==> src/design/pwa_udiv.sv <==
// Restoring unsigned divider, one quotient bit per cycle, remainder only.
// No dependencies.
`default_nettype none

module pwa_udiv #(
  parameter int W = 16
) (
  input  wire          clk_i,
  input  wire          rst_ni,
  input  wire          start_i,
  input  wire [W-1:0]  dividend_i,
  input  wire [W-1:0]  divisor_i,
  output logic         done_o,
  output logic [W-1:0] rem_o
);

  localparam int CW = $clog2(W + 1);

  logic          busy_q;
  logic          done_q;
  logic [CW-1:0] cnt_q;
  logic [W-1:0]  num_q;
  logic [W-1:0]  rem_q;
  logic [W:0]    trial;
  logic [W:0]    diff;

  assign trial  = {rem_q, num_q[W-1]};
  assign diff   = trial - {1'b0, divisor_i};
  assign done_o = done_q;
  assign rem_o  = rem_q;

  always_ff @(posedge clk_i or negedge rst_ni) begin
    if (!rst_ni) begin
      busy_q <= 1'b0;
      done_q <= 1'b0;
      cnt_q  <= '0;
      num_q  <= '0;
      rem_q  <= '0;
    end else begin
      done_q <= 1'b0;
      if (start_i) begin
        busy_q <= 1'b1;
        cnt_q  <= '0;
        num_q  <= dividend_i;
        rem_q  <= '0;
      end else if (busy_q) begin
        rem_q <= diff[W] ? trial[W-1:0] : diff[W-1:0];
        num_q <= num_q << 1;
        cnt_q <= cnt_q + 1'b1;
        if (cnt_q == CW'(W - 1)) begin
          busy_q <= 1'b0;
          done_q <= 1'b1;
        end
      end
    end
  end

endmodule

`default_nettype wire

==> config.mk <==
export PLATFORM = sky130hd
export DESIGN_NAME = pwa_udiv
export DESIGN_NICKNAME = d
export VERILOG_FILES = /design/src/design/pwa_udiv.sv
export SDC_FILE = /design/constraint.sdc
export NUM_CORES = 1
export LEC_CHECK = 0
export ABC_AREA = 0
export BUFFER_PORTS_ARGS = -buffer_cell sky130_fd_sc_hd__buf_2
export CORE_UTILIZATION = 56
export CTS_CLUSTER_DIAMETER = 200
export DETAILED_ROUTE_END_ITERATION = 16
export PLACE_DENSITY_LB_ADDON = 0.3
export SYNTH_ARGS = -nofsm -noshare
export SYNTH_HDL_FRONTEND = slang
export SYNTH_SLANG_ARGS = --single-unit
==> constraint.sdc <==
create_clock -name clk_i -period 2.99 [get_ports clk_i]
set_input_delay 0.1495 -clock clk_i [delete_from_list [all_inputs] [get_ports clk_i]]
set_output_delay 0.1495 -clock clk_i [all_outputs]
set_load 0.05 [all_outputs]
# Word-level counts from Yosys, hierarchy flattened
# Index checks and enable logic that the tools add are counted.
totals:
  regBits: 39
  input_bits: 35
  output_inout_bits: 17
  wordCells: 22
op_classes:
  n_addsub: 2
  eq_ne: 1
  muxes: 13
  n_reduce_logical: 1
op_table:
  columns: ["operator", "n"]
  rows:
  - ["2-to-1 mux 16 bit", 5]
  - ["subtractor 17 x 16 -> 17 bit", 1]
  - ["2-to-1 mux 5 bit", 2]
  - ["2-to-1 mux 1 bit", 6]
  - ["adder 5 x 1 -> 5 bit (second input constant)", 1]
  - ["equality test 5 x 4 -> 1 bit (second input constant)", 1]
  - ["nonzero test 2 bit", 1]

# Depth between registers and ports, before layout
# Gate-level depths: netlist (run 1).
logic_depth:
  depth_word: 4
  mapped_depth: 11
  ltp_nobuf: 10

# Worst setup path before layout (run 1)
# OpenSTA, ideal clock, no wires.
synth_path:
  kind: "register -> register"
  from: "reg rem_q[0], in the netlist rem_o[0]"
  to: "reg rem_q[0], in the netlist rem_o[0]"
  setup_ns: 0.099
  arrival_time_ns: 2.603
  required_ns: 2.891
  path_slack_ns: 0.287
  path_stages_with_launch: 8
  path_buffers: 0
  period_less_slack_ns: 2.703
  cell_sequence: "dfrtp_1 fa_1 a211oi_1 o21ai_1 o21ai_2 mux2_4 or3_1 a311oi_1"
synth_via:
  elab_chain_len: 4
synth_rtl:
  columns: ["element", "line_no", "source"]
  rows:
  - ["from (decl)", "23", "logic [W-1:0] rem_q;"]
  - ["from (signal assigned)", "47", "rem_q <= diff[W] ? trial[W-1:0] : diff[W-1:0];"]
  - ["subtractor 17 x 16 -> 17 bit", "28", "assign diff = trial - {1'b0, divisor_i};"]
  - ["2-to-1 mux 16 bit", "47", null]
  - ["2-to-1 mux 16 bit", "46", "end else if (busy_q) begin"]
  - ["2-to-1 mux 16 bit", "41", "if (start_i) begin"]
# Every way passes these cells. The select of a mux whose other input is x is not followed.
# A chain may end at the register's enable or synchronous reset.

# Worst setup path after layout (run 1)
layout_path:
  from: "reg num_q[15]"
  to: "reg rem_q[0], in the netlist rem_o[0]"
layout_via:
  elab_chain_len: 4
layout_rtl:
  columns: ["element", "line_no", "source"]
  rows:
  - ["from (decl)", "22", "logic [W-1:0] num_q;"]
  - ["from (signal assigned)", "44", "num_q <= dividend_i;"]
  - ["from (signal assigned)", "48", "num_q <= num_q << 1;"]
  - ["subtractor 17 x 16 -> 17 bit", "28", null]
  - ["2-to-1 mux 16 bit (*)", "47", null]
  - ["2-to-1 mux 16 bit (*)", "46", null]
  - ["2-to-1 mux 16 bit (*)", "41", null]
# Mark *: on every way between the ends. The rest lies on a longest branch, timed or not. The select of a mux whose other input is x is not followed.

==> results.ini, run 1 <==
[outcome]
status = completed

[global_route]
grt_start_max_net_pins = 40
antenna_found_initial = 0
grt_pass1_wl_um = 10700
grt_pass1_vias = 2326
grt_usage_pct = 26.0
gr-total-overflow = 0

[synth]
avgSynthCellArea_um2 = 8.57
synth_warnings = 0
ys_ff_latch = 39
synth_top_area_share_pct = 35.0
ys.flop_type = dfrtp_1
async_flop_share_pct = 100
yosys.area.top_type = dfrtp_1
synth_top_family_by_area = compound AO/OA/AOI/OAI gates
yosys-top-cells-area = dfrtp_1 35%, ha_1 8.1%, o21ai_0 7.0%, mux2i_1 5.8%, a311oi_1 4.1%
syn-num-nets = 379
synthesis.instances = 325
synth_simple_gate_area_share_pct = 16.1
synth.area.mux_share_pct = 6.78
synth-xor-area-share_pct = 3.46
synth_compound_area_share_pct = 24.3
ys_seq_area_share_pct = 35.0
syn_area_mm2 = 0.00279
ys_types = 45
synth-edff-count = 0
synthAdderAreaFrac_pct = 8.81

[clocking]
path_clk_slew_ps = 80
cts_tree = built
cts_buffers = 5
cts_max_level = 2
clk_path_buf_depth = 2
cts_root_buf = clkbuf_8
post_cts_buffers = 0
clock_sinks = 39
clock_latency_ps = 290

[floorplan]
core_area_mm2 = 0.00475
start_util_pct = 58.6
die_w_um = 72.5
die_h_um = 72.5
io_pins = 52
rows = 25
dieArea_mm2 = 0.00526

[power_and_ir_drop]
seqPwrFrac_pct = 51.3
powerDensity_mw_per_mm2 = 346
swShare_pct = 28.4
p_leak_nw = 1.67
ir_drop_mv = 0.202
intPower_mw = 0.792
p_comb_share_pct = 16.9
power.switching_mw = 0.315
clockPowerShare_pct = 31.8

[setup_path]
startpoint_type = register
worst-path-max-fanout = 14
worstPathArrival_ps = 2980
worstPathBufferInverterCount = 2
cp_cell_sequence = inv_1 > ha_1 > inv_1 > fa_1 > a211oi_2 > o21ai_1 > o21ai_2 > mux2_4 > or3_1 > a311oi_1
cp.required_ps = 3190
cp-end-kind = register
worst-setup-path-type = register to register
crit_family = compound AO/OA/AOI/OAI gates
max_stage_delay_ps = 420
crit_path_frequent_cell = inv_1
slowest_stage = fa_1

[timing]
setup_tns_ps = 0
whs_ps = 64.4
setup_violations = 0
fin_worst_skew_ps = 6.08
min_period_over_period_pct = 92.9
min_period_ps = 2780
setup_ws_ps = 212
rsz0062_at_grt = no
finalHoldViolations = 0
max-slew-margin-rel_pct = 41.9
drv_slew = 0
max_freq_mhz = 360
worst_slew_pin_slew_ps = 871

[detailed_routing]
via_per_inst = 5.81
ant_nets = 0
drc = 0
first_iter_violations = 205
routed_wl_um = 6420
wl_per_cell_um = 14.6
num_vias = 2562
drt-pass1-iter-count = 5

[placement]
io_buffers = 51
gp_congestion = 0.900
dpl.hpwl_um = 4650
dp_cells = 432
place_ws_ps = 171
detailed_place.area_mm2 = 0.00310

[cells_and_area]
finalNonFillerCells = 441
final_cell_mix = 51 x buf_2, 39 x o21ai_0, 38 x dfrtp_1
stdcell_area_mm2 = 0.00320
areaGrowthSynthToFinish_pct = 14.9
diodes = 0
drive_gt1_share_pct = 19.3
fin_nets = 427
final_common_cell = buf_2

[job]
cap_viol_max_count = 0

[min_path]
min_path_type = input port to register

==> worst paths after layout <==
path	startpoint	end	slack, ps	cells past startpoint
setup / recovery	num_q[15]$_DFFE_PN0P_	rem_o[0]$_DFFE_PN0P_	210	10
hold / removal	dividend_i[11]	num_q[11]$_DFFE_PN0P_	60	3
setup reg to reg	num_q[15]$_DFFE_PN0P_	rem_o[0]$_DFFE_PN0P_	210	10
hold reg to reg	num_q[0]$_DFFE_PN0P_	num_q[0]$_DFFE_PN0P_	560	2
max in group asynchronous	rst_ni	busy_q$_DFF_PN0_	1880	2
min in group asynchronous	rst_ni	rem_o[2]$_DFFE_PN0P_	510	2
==> metrics by stage <==
step / util, % / power [mW]
5_1_grt: 67.3 / 1.16
4_1_cts: 67.2 / 1.11
2_1_floorplan: - / 0.699
6_report: 67.3 / 1.11
3_3_place_gp: 65.2 / 0.756
3_5_place_dp: 65.2 / 0.761
==> cell type report <==
class | count | area [µm²]
fillers | 442 | 1560
repair buffers | 59 | 318
flip-flops and latches | 39 | 977
multi-input cells | 248 | 1660
inverters | 20 | 75.1
well taps | 67 | 83.8
clock inverters | 2 | 12.5
clock buffers | 6 | 72.6
==> Yosys cell counts, types with 4 or more instances <==
cell and count:
mux2i_1 16, a211oi_1 5, o21a_1 4, nor3_1 6, dfrtp_1 39, o21ai_0 39
nand3_1 8, nand4_1 6, nand2_1 28, clkbuf_1 13, ha_1 18, xor2_1 5
nor2_1 23, inv_1 20, xnor2_1 6, a311oi_1 13, nand2b_1 7, a21o_1 8
a21oi_1 22
==> registers in the layout, indices dropped and copies added (netlist names) <==
name / count
busy_q: 1
cnt_q: 5
done_o: 1
num_q: 16
rem_o: 16
==> routing by layer <==
layer | wire length, µm | share of wire [%] | vias to the layer above | track usage (%)
met5 | 0 | 0 | - | 0
met4 | 74 | 1.2 | 0 | 8.71
met3 | 490 | 7.6 | 12 | 5.00
met2 | 3010 | 47 | 114 | 41.8
met1 | 2850 | 44 | 1156 | 35.3
li1 | - | - | 1280 | -
==> power by group through the flow <==
stage               Combinational, mW  Clock [mW]  Sequential, mW
global placement                0.179           0           0.577
finish                          0.187       0.352           0.568
CTS                             0.186       0.360           0.568
floorplan                       0.115           0           0.584
global route                    0.209       0.384           0.572
detailed placement              0.183           0           0.578
==> cells by family after synthesis <==
logic type | count (synthesis)
simple gates | 93
buf+inv | 38
xor+xnor | 11
mux | 18
flops | 39
fa+ha+maj | 19
compound gates | 107
==> worst reg2reg max path, delay by kind of cell (launching register included) <==
family	cells	cell delay, ps
AO/OA/AOI/OAI	4	860
multiplexers	1	400
buffers and inverters	2	110
AND/OR/NAND/NOR	1	370
adder cells (fa/ha/maj)	2	570
flip-flops	1	390
==> what timing repair did <==
action / CTS / global route
gates resized for setup: 0 / 1
hold endpoints to repair: 13 / 0
hold buffers: 1 / 0
setup endpoints to repair: 0 / 1
(Power assumes the default switching activity.)
==> run 2, diff against run 1 <==
--- a/config.mk
+++ b/config.mk
@@ -10,7 +10,7 @@
 export CORE_UTILIZATION = 56
 export CTS_CLUSTER_DIAMETER = 200
 export DETAILED_ROUTE_END_ITERATION = 16
-export PLACE_DENSITY_LB_ADDON = 0.3
+export PLACE_DENSITY = 0.8
 export SYNTH_ARGS = -nofsm -noshare
 export SYNTH_HDL_FRONTEND = slang
 export SYNTH_SLANG_ARGS = --single-unit
==> run 2 against run 1 <==
Against the previous run: sequential share of layout area about the same; highest routed layer unchanged; clock power about the same; combinational power about the same; first-iteration DRC count down 23%; design area up 0.12%.
==> results.ini, run 2 (synthesized netlist as in run 1, its figures left out) <==
[floorplan]
die_h_um = 72.5
core_area_mm2 = 0.00475
io_pins = 52
die_w_um = 72.5
dieArea_mm2 = 0.00526
rows = 25
start_util_pct = 58.6

[cells_and_area]
areaGrowthSynthToFinish_pct = 15.0
final_core_util_pct = 67.4
drive_gt1_share_pct = 19.3
final_common_cell = buf_2
final_cell_mix = 51 x buf_2, 39 x o21ai_0, 38 x dfrtp_1
multi_input_area_mm2 = 0.00166
finalNonFillerCells = 441
diodes = 0
fin_nets = 427
stdcell_area_mm2 = 0.00320
seq_area_um2 = 977
fillerInstances = 447

[power_and_ir_drop]
p_comb_share_pct = 16.9
swShare_pct = 28.5
clockPowerShare_pct = 31.8
power_mw = 1.11
intPower_mw = 0.792
p_leak_nw = 1.67
powerDensity_mw_per_mm2 = 346
seqPwrFrac_pct = 51.3
ir_drop_mv = 0.161
power.switching_mw = 0.316

[setup_path]
worstPathBufferInverterCount = 3
max_stage_delay_ps = 420
slowest_stage = fa_1
cp.required_ps = 3170
worst-setup-path-type = register to register
crit_family = compound AO/OA/AOI/OAI gates
cp_cell_sequence = inv_1 > ha_1 > inv_1 > fa_1 > a211oi_2 > o21ai_1 > o21ai_2 > mux2i_2 > buf_6 > nand4b_1 > a311oi_1
crit_path_frequent_cell = inv_1
worst-path-max-fanout = 14
worstPathArrival_ps = 3010
cp-end-kind = register
startpoint_type = register

[timing]
setup_ws_ps = 166
max-slew-margin-rel_pct = 42.0
min_period_over_period_pct = 94.5
min_period_ps = 2820
finalHoldViolations = 0
setup_tns_ps = 0
setup_violations = 0
whs_ps = 64.7
max_freq_mhz = 354
fin_worst_skew_ps = 5.66
worst_slew_pin_slew_ps = 871
rsz0062_at_grt = no
drv_slew = 0

[detailed_routing]
via_per_inst = 5.95
drc = 0
drt-pass1-iter-count = 4
routed_wl_um = 6700
num_vias = 2622
ant_nets = 0
wl_per_cell_um = 15.2
first_iter_violations = 158

[clocking]
path_clk_slew_ps = 80
clock_sinks = 39
cts_buffers = 5
clock_latency_ps = 290
clk_path_buf_depth = 2
cts_root_buf = clkbuf_8
cts_tree = built
cts_max_level = 2

[min_path]
min_path_type = input port to register

[outcome]
status = completed

[global_route]
grt_start_max_net_pins = 40
grt_pass1_vias = 2408
antenna_found_initial = 0
grt_usage_pct = 26.9
grt_pass1_wl_um = 11100
gr-total-overflow = 0

[placement]
detailed_place.area_mm2 = 0.00309
place_ws_ps = 60.8
dpl.hpwl_um = 4960
gp_congestion = 0.905
io_buffers = 51
dp_cells = 431

[job]
cap_viol_max_count = 0

## run 2: cell types whose count changed in the layout (fill, tap and decap cells not counted)
cell and delta:
buf_4 -1, buf_6 +1
## run 2: area by class of cell
cell class	instances	area share [%]
clock buffer	6	2.27
clock inverter	2	0.391
inverter	20	2.34
multi-input combinational	248	51.8
sequential	39	30.5
tap	67	2.62
timing repair buffer	59	10.0
## run 2: worst register-to-register path, stage by stage, from the launching register on
cell	delay [ps]
dfrtp_1	390
inv_1	60
ha_1	150
inv_1	50
fa_1	420
a211oi_2	270
o21ai_1	130
o21ai_2	210
mux2i_2	320
buf_6	220
nand4b_1	150
a311oi_1	340
## run 2: timing repair
action,in CTS,in global routing
endpoints found under the setup margin,0,10
hold buffers,1,0
endpoints found under the hold margin,22,0
gates resized for setup,0,2
buffers inserted,0,1
## run 2: path summary, 6_finish.rpt
path                                         endpoint  cells after the start             startpoint  slack, ps
worst min-delay path             num_q[6]$_DFFE_PN0P_                      3          dividend_i[6]         60
max in group asynchronous            busy_q$_DFF_PN0_                      2                 rst_ni       1890
worst max-delay path            rem_o[12]$_DFFE_PN0P_                     11  num_q[15]$_DFFE_PN0P_        170
worst max register to register  rem_o[12]$_DFFE_PN0P_                     11  num_q[15]$_DFFE_PN0P_        170
min in group asynchronous        rem_o[8]$_DFFE_PN0P_                      2                 rst_ni        510
worst min register to register   cnt_q[3]$_DFFE_PN0P_                      2   cnt_q[3]$_DFFE_PN0P_        550
## run 2: power by group through the flow
stage	combinational, mW	clock [mW]	sequential [mW]
after floorplan	0.115	0	0.584
after global routing	0.213	0.377	0.572
after detailed placement	0.184	0	0.579
after CTS	0.187	0.356	0.569
final	0.188	0.352	0.569
after global placement	0.180	0	0.578
## run 2: per-layer routing
layer / global-route usage, % / vias to the layer above / share of wire, %
met1: 36.5 / 1223 / 46
met2: 43.3 / 102 / 46
met3: 3.89 / 19 / 5.7
met5: 0 / - / 0
met4: 10.7 / 0 / 2.8
li1: - / 1278 / -
==> run 3, diff against run 2 <==
--- a/config.mk
+++ b/config.mk
@@ -7,10 +7,9 @@
 export LEC_CHECK = 0
 export ABC_AREA = 0
 export BUFFER_PORTS_ARGS = -buffer_cell sky130_fd_sc_hd__buf_2
-export CORE_UTILIZATION = 56
+export CORE_UTILIZATION = 30
 export CTS_CLUSTER_DIAMETER = 200
 export DETAILED_ROUTE_END_ITERATION = 16
-export PLACE_DENSITY = 0.8
 export SYNTH_ARGS = -nofsm -noshare
 export SYNTH_HDL_FRONTEND = slang
 export SYNTH_SLANG_ARGS = --single-unit
==> run 3 against run 2 <==
Against the previous run: highest routed layer unchanged; the run now ends with negative hold slack left; worst hold slack worse by 90 ps; die area increased by 84%; largest cell class unchanged; sequential cell count did not move; power up 0.86%; global-route usage is 12 points lower; critical path type unchanged; fmax increased by 4.2%.
==> results.ini, run 3 (synthesized netlist as in run 1, its figures left out) <==
[setup_path]
r2r-end = rem_o[14]$_DFFE_PN0P_
worstPathArrival_ps = 2850
r2r-start = num_q[15]$_DFFE_PN0P_
rrSetupSlack_ps = 280
worst-path-max-fanout = 13
worst-setup-path-type = register to register
cp.required_ps = 3130
cp-end-kind = register
ff2ff_path_depth = 11
startpoint_type = register

[floorplan]
io_pins = 52
dieArea_mm2 = 0.00967
die_h_um = 98.4
die_w_um = 98.4
core_area_mm2 = 0.00885
rows = 34
start_util_pct = 31.5

[detailed_routing]
wl_per_cell_um = 14.4
first_iter_violations = 174
ant_nets = 0
drt-pass1-iter-count = 7
via_per_inst = 5.24
routed_wl_um = 6900
drc = 0
num_vias = 2519

[cells_and_area]
final_core_util_pct = 36.7
fin_nets = 426
drive_gt1_share_pct = 19.8
final_cell_mix = 51 x buf_2, 39 x o21ai_0, 38 x dfrtp_1
areaGrowthSynthToFinish_pct = 16.7
fillerInstances = 931
diodes = 0
finalNonFillerCells = 481
final_common_cell = buf_2

[placement]
gp_congestion = 0.828
io_buffers = 51
dp_cells = 473
dpl.hpwl_um = 5040

[global_route]
grt_usage_pct = 15.0
antenna_found_initial = 0
grt_start_max_net_pins = 45
grt_pass1_vias = 2466
grt_pass1_wl_um = 11800
gr-total-overflow = 0

[min_path]
min_path_type = input port to asynchronous set/reset pin

[power_and_ir_drop]
seqPwrFrac_pct = 50.9
powerDensity_mw_per_mm2 = 344
clockPowerShare_pct = 32.6
ir_drop_mv = 0.165
intPower_mw = 0.790
swShare_pct = 29.3
p_comb_share_pct = 16.5
p_leak_nw = 1.67
power.switching_mw = 0.328

[clocking]
post_cts_buffers = 0
cts_tree = built
cts_root_buf = clkbuf_8
ctsResizeCount = 0
cts_buffers = 5
clock_latency_ps = 290
clock_sinks = 39
path_clk_slew_ps = 80
clk_path_buf_depth = 2
postCtsHoldBufs = 0
cts_max_level = 2

[outcome]
failed_checks = negative hold slack
status = finished with violations

[timing]
max-slew-margin-rel_pct = 40.4
whs_ps = -25.8
max_freq_mhz = 369
finalHoldViolations = 39
rsz0062_at_grt = no
fin_worst_skew_ps = 5.48
setup_tns_ps = 0
worst_slew_pin_slew_ps = 894
min_period_over_period_pct = 90.6
setup_violations = 0
drv_slew = 0
min_period_ps = 2710

[job]
cap_viol_max_count = 0

==> run 3: cell count changes in the layout (fill, tap and decap cells not counted), sizes merged <==
cell,delta
clkinvlp,+1
dlygate4sd3,-1
clkbuf,-1
==> run 3: power groups by stage <==
stage / registers (mW) / logic (mW) / clock network, mW
2_1_floorplan: 0.584 / 0.115 / 0
3_3_place_gp: 0.578 / 0.182 / 0
3_5_place_dp: 0.580 / 0.183 / 0
4_1_cts: 0.570 / 0.185 / 0.378
5_1_grt: 0.573 / 0.211 / 0.401
6_report: 0.569 / 0.185 / 0.364
==> run 3: worst max path at each step <==
stage                                     start               endpoint  slack, ps  cells after the start
after floorplan            rem_o[0]$_DFFE_PN0P_   rem_o[0]$_DFFE_PN0P_        290                      7
after global placement    num_q[15]$_DFFE_PN0P_   rem_o[0]$_DFFE_PN0P_        290                     10
after detailed placement  num_q[15]$_DFFE_PN0P_  rem_o[12]$_DFFE_PN0P_        230                     11
after CTS                 num_q[15]$_DFFE_PN0P_   rem_o[0]$_DFFE_PN0P_        200                     10
after global routing      num_q[15]$_DFFE_PN0P_  rem_o[14]$_DFFE_PN0P_         60                     11
final                     num_q[15]$_DFFE_PN0P_  rem_o[14]$_DFFE_PN0P_        280                     11
==> run 3: through the flow <==
step,power (mW),instance area (µm²),setup slack (ps)
after floorplan,0.699,2790,287
after global placement,0.760,3150,292
after detailed placement,0.763,3150,235
after CTS,1.13,3240,197
after global routing,1.18,3250,61.8
final,1.12,3250,281
==> run 3: routing by layer <==
metal  track usage (%)  routed length [µm]  share of wire, %  vias to the layer above
met5                 0                   0                 0                        -
met4              3.79                  48              0.70                        0
met3              2.15                 341               4.9                        5
met2              23.8                3040                44                       56
met1              21.6                3470                50                     1185
li1                  -                   -                 -                     1273
==> run 3: worst max-delay path: stages, from the launching register on <==
cell	delay, ps
dfrtp_1	390
inv_1	60
ha_1	150
inv_1	60
fa_1	420
a211oi_2	270
o21ai_1	130
o21ai_2	210
mux2_4	320
buf_4	180
o21ai_0	220
a311oi_2	130
==> run 3: final cells by class <==
| cell class | count | area, µm² | area share (%) |
|---|---|---|---|
| clock buffers | 5 | 68.8 | 2.12 |
| clock inverters | 3 | 20.0 | 0.616 |
| inverters | 20 | 75.1 | 2.31 |
| multi-input cells | 248 | 1670 | 51.3 |
| flip-flops and latches | 39 | 977 | 30.1 |
| well taps | 108 | 135 | 4.16 |
| repair buffers | 58 | 308 | 9.47 |
